===== src/rtl/mcma_div.sv =====
// unsigned restoring divider, one quotient bit per cycle
module mcma_div #(
    parameter int DVD_W = 21,
    parameter int DVS_W = 6
) (
    input  logic             clk,
    input  logic             rst_n,
    input  logic             start,
    input  logic [DVD_W-1:0] dividend,
    input  logic [DVS_W-1:0] divisor,
    output logic             done,
    output logic [DVD_W-1:0] quotient
);

    localparam int STEP_W = $clog2(DVD_W + 1);

    logic              busy_reg;
    logic              done_reg;
    logic [STEP_W-1:0] step_reg;
    logic [DVS_W-1:0]  rem_reg;
    logic [DVD_W-1:0]  quo_reg;
    logic [DVS_W-1:0]  dvs_reg;

    logic [DVS_W:0]    trial;
    logic [DVS_W:0]    diff;
    logic              fits;
    logic [DVS_W-1:0]  rem_next;

    always_comb
    begin
        trial    = {rem_reg, quo_reg[DVD_W-1]};
        diff     = trial - {1'b0, dvs_reg};
        fits     = trial >= {1'b0, dvs_reg};
        rem_next = fits ? diff[DVS_W-1:0] : trial[DVS_W-1:0];
    end

    always_ff @(posedge clk or negedge rst_n)
    begin
        if (!rst_n)
        begin
            busy_reg <= 1'b0;
            done_reg <= 1'b0;
            step_reg <= '0;
        end
        else
        begin
            done_reg <= 1'b0;
            if (start)
            begin
                busy_reg <= 1'b1;
                step_reg <= STEP_W'(DVD_W);
            end
            else if (busy_reg)
            begin
                step_reg <= step_reg - 1'b1;
                if (step_reg == STEP_W'(1))
                begin
                    busy_reg <= 1'b0;
                    done_reg <= 1'b1;
                end
            end
        end
    end

    always_ff @(posedge clk)
    begin
        if (start)
        begin
            rem_reg <= '0;
            quo_reg <= dividend;
            dvs_reg <= divisor;
        end
        else if (busy_reg)
        begin
            rem_reg <= rem_next;
            quo_reg <= {quo_reg[DVD_W-2:0], fits};
        end
    end

    assign done     = done_reg;
    assign quotient = quo_reg;

endmodule

===== config.mk =====
export PLATFORM = sky130hd
export DESIGN_NAME = mcma_div
export DESIGN_NICKNAME = d
export VERILOG_FILES = /design/src/rtl/mcma_div.sv
export SDC_FILE = /design/constraint.sdc
export NUM_CORES = 1
export LEC_CHECK = 0
export ABC_CLOCK_PERIOD_IN_PS = 3050
export BUFFER_PORTS_ARGS = -buffer_cell sky130_fd_sc_hd__buf_2
export CAP_MARGIN = 10
export CORE_ASPECT_RATIO = 0.9
export CORE_UTILIZATION = 25
export DETAILED_ROUTE_END_ITERATION = 10
export PLACE_DENSITY = 0.56
export SYNTH_ARGS = -nofsm -noshare
export SYNTH_HDL_FRONTEND = slang
export SYNTH_SLANG_ARGS = --single-unit

===== constraint.sdc =====
create_clock -name clk -period 3.05 [get_ports clk]
set_input_delay 0 -clock clk [delete_from_list [all_inputs] [get_ports clk]]
set_output_delay 0 -clock clk [all_outputs]
set_load 0.02 [all_outputs]

==> metrics.txt <==
max FFs per register=21; RSZ-0062 raised after global routing=false; Crit Path Max Fanout=10; Synth Instances=155; largest net degree at the start of global routing=25; Least-Margin Pin Slew=0.598 ns; WHS Path Cells=2; drt drc=0; Reg-to-Reg Start=rem_reg[3]$_SDFFE_PP0P_; period utilization=0.714; crit path DAT=2.35 ns; vias in the first global route=1,313; DPL Wire Length=2.52 mm; site row count=30; Multi-input gate area=798 µm²; mapped cell area=1980 µm²; Max clock buf depth=2; Int Power=1130 µW; Final Max Slew Viols=0; # fillers=779; nets=261; Pre-antenna DRT Iters=4; Routed Antenna Nets=0; Hold Vio Cnt, Final=0; most common cell after layout, fill and taps aside=buf_2; die footprint=8280 µm²; PortBufs=51; die height=86.4 µm; CTS Buf Count=5; hold_sp=dividend[5]; PD cells=648 nW/µm²; H-tree levels=2; fin cells=318; antenna violations before repair=0; register area share after synthesis=0.558; Die Wd=95.8 µm; Fmax=459 MHz; Syn Nets=195; critical path launch point type=register; clk sinks=40; gr usage total=0.100; Iteration-0 DRC Markers=75; Yosys reg bits=40; Hold EP=quotient[5]$_DFFE_PP_; Clock Tree Root=clkbuf_8; vias per inst=4.30; CP Capture Type=register; routability cong.=0.710; gr ovfl total=0; slew margin rel.=0.602; WL final=3.76 mm; Max Cap Viol=0; R2R depth=6; Clk pin slew, worst setup/hold paths=0.08 ns; Setup CP Type=register to register; clk_lat worst skew=0.29 ns; Hold Slack=0.0137 ns; minimum clock period=2.18 ns; clk_skew=0.00340 ns; peak supply drop=0.198 mV; post-cts resize count=0; sw power=527 µW; DR vias=1,366; setup bufs post-CTS=0; worst hold path type=input port to register; drt wl/cell=11.8 µm; n_diodes=0; Sum Neg Setup Slack=0 ns; first-pass GRT wire length=6.31 mm; Storage cell area=1110 µm²; core area=7620 µm²; most frequent cells in the layout=buf_2, edfxtp_1, mux2_2, dlygate4sd3_1; register share of total power=0.444; outcome=complete, no violations; IO Pins=52; Yosys warning count=0; Placed Cells incl. Taps=296; distinct cell type count after synthesis=34; Hold Buf Count CTS=12; Avg Synthesized Cell Area=12.8 µm²; Area Overhead vs Synth=29.2%; layout cells sized above 1=0.369; Lkg Pwr=0.00109 µW; Clk network pwr share=0.219; Reg-to-Reg End=rem_reg[1]$_SDFFE_PP0P_; Worst R2R Setup Slack=0.87 ns; Worst EP required=3.23 ns; CTS tree=done; effective utilization at floorplan=0.260; Sw Ratio=0.318; Combinational Power Share=0.337; Final setup viols=0
==> kinds of logic (layout without fill, tap and decap cells) <==
kind of cell | count (synthesis) | after routing | synth area share
flip-flops | 40 | 40 | 0.558
AND/OR/NAND/NOR | 35 | 35 | 0.0967
multiplexers | 25 | 25 | 0.140
AO/OA/AOI/OAI | 20 | 20 | 0.0682
buffers and inverters | 18 | 85 | 0.0385
adder cells (fa/ha/maj) | 10 | 10 | 0.0670
XOR/XNOR | 7 | 7 | 0.0310
==> through the flow <==
step / area (µm²) / power, µW / setup WS, ns / util
after global placement: 2330 / 1290 / 0.933 / 0.306
after floorplan: 1980 / 1170 / 1.03 / -
after CTS: 2540 / 1680 / 0.872 / 0.333
final: 2560 / 1660 / 0.872 / 0.336
after detailed placement: 2330 / 1290 / 0.883 / 0.306
after global routing: 2560 / 1770 / 0.782 / 0.336
==> worst max-delay path by stage <==
stage | from | depth (start not counted) | slack (ns) | end
floorplan | dvs_reg[4]$_DFFE_PP_ | 8 | 1.03 | rem_reg[1]$_SDFFE_PP0P_
global placement | dvs_reg[4]$_DFFE_PP_ | 7 | 0.93 | rem_reg[1]$_SDFFE_PP0P_
detailed placement | dvs_reg[4]$_DFFE_PP_ | 7 | 0.88 | rem_reg[1]$_SDFFE_PP0P_
CTS | dvs_reg[4]$_DFFE_PP_ | 7 | 0.87 | rem_reg[1]$_SDFFE_PP0P_
global route | rem_reg[3]$_SDFFE_PP0P_ | 6 | 0.78 | rem_reg[1]$_SDFFE_PP0P_
finish | rem_reg[3]$_SDFFE_PP0P_ | 6 | 0.87 | rem_reg[1]$_SDFFE_PP0P_
==> worst max-delay path, cell delays in order (launching register included) <==
cell	delay (ns)
dfxtp_1	0.34
ha_1	0.37
a21o_1	0.18
a211o_1	0.29
a41o_1	0.33
nor4bb_1	0.19
or3_1	0.36
==> synth_stat cells <==
cell      count  area [µm²]
or4b_2        1        10.0
o21a_1        1        7.51
clkbuf_1      4        15.0
edfxtp_1     27         811
xnor2_1       4        35.0
nor2b_1       2        12.5
a21o_1        2        15.0
a41o_1        1        10.0
a211o_1       1        8.76
nand2_1       5        18.8
nor3b_1       4        30.0
buf_6         1        11.3
a21oi_1       4        20.0
mux2_2       22         248
o311ai_0      1        8.76
a211oi_1      5        37.5
inv_1        11        41.3
buf_2         1        5.00
nor4bb_1      1        10.0
xor2_1        3        26.3
nor2_1       11        41.3
nor3_1        2        10.0
mux2i_1       3        30.0
ha_1          9         113
nand2b_1      5        31.3
dfxtp_1       6         120
or3_1         2        12.5
buf_1         1        3.75
o21ai_0       4        20.0
dfrtp_1       7         175
fa_1          1        20.0
nor4b_1       1        8.76
or2_2         1        6.26
a22oi_1       1        7.51
==> area by class of cell <==
class,instances,share of cell area
sequential,40,0.432
tap,96,0.0469
multi-input combinational,97,0.312
timing repair buffer,66,0.157
inverter,11,0.0161
clock buffer,8,0.0352
==> power by group through the flow <==
| stage | Combinational [µW] | Sequential, µW | Clock [µW] |
|---|---|---|---|
| after global placement | 542 | 744 | 0 |
| after detailed placement | 546 | 745 | 0 |
| after floorplan | 390 | 783 | 0 |
| after CTS | 562 | 736 | 381 |
| after global routing | 623 | 749 | 402 |
| final | 559 | 735 | 363 |
==> per-layer routing <==
| metal | vias to the layer above | GRT usage | wire (µm) |
|---|---|---|---|
| li1 | 686 | - | - |
| met1 | 634 | 0.136 | 1880 |
| met2 | 41 | 0.147 | 1660 |
| met3 | 5 | 0.0351 | 188 |
| met4 | 0 | 0.0366 | 39 |
| met5 | - | 0 | 0 |
Power figures use the tool's default switching activity.
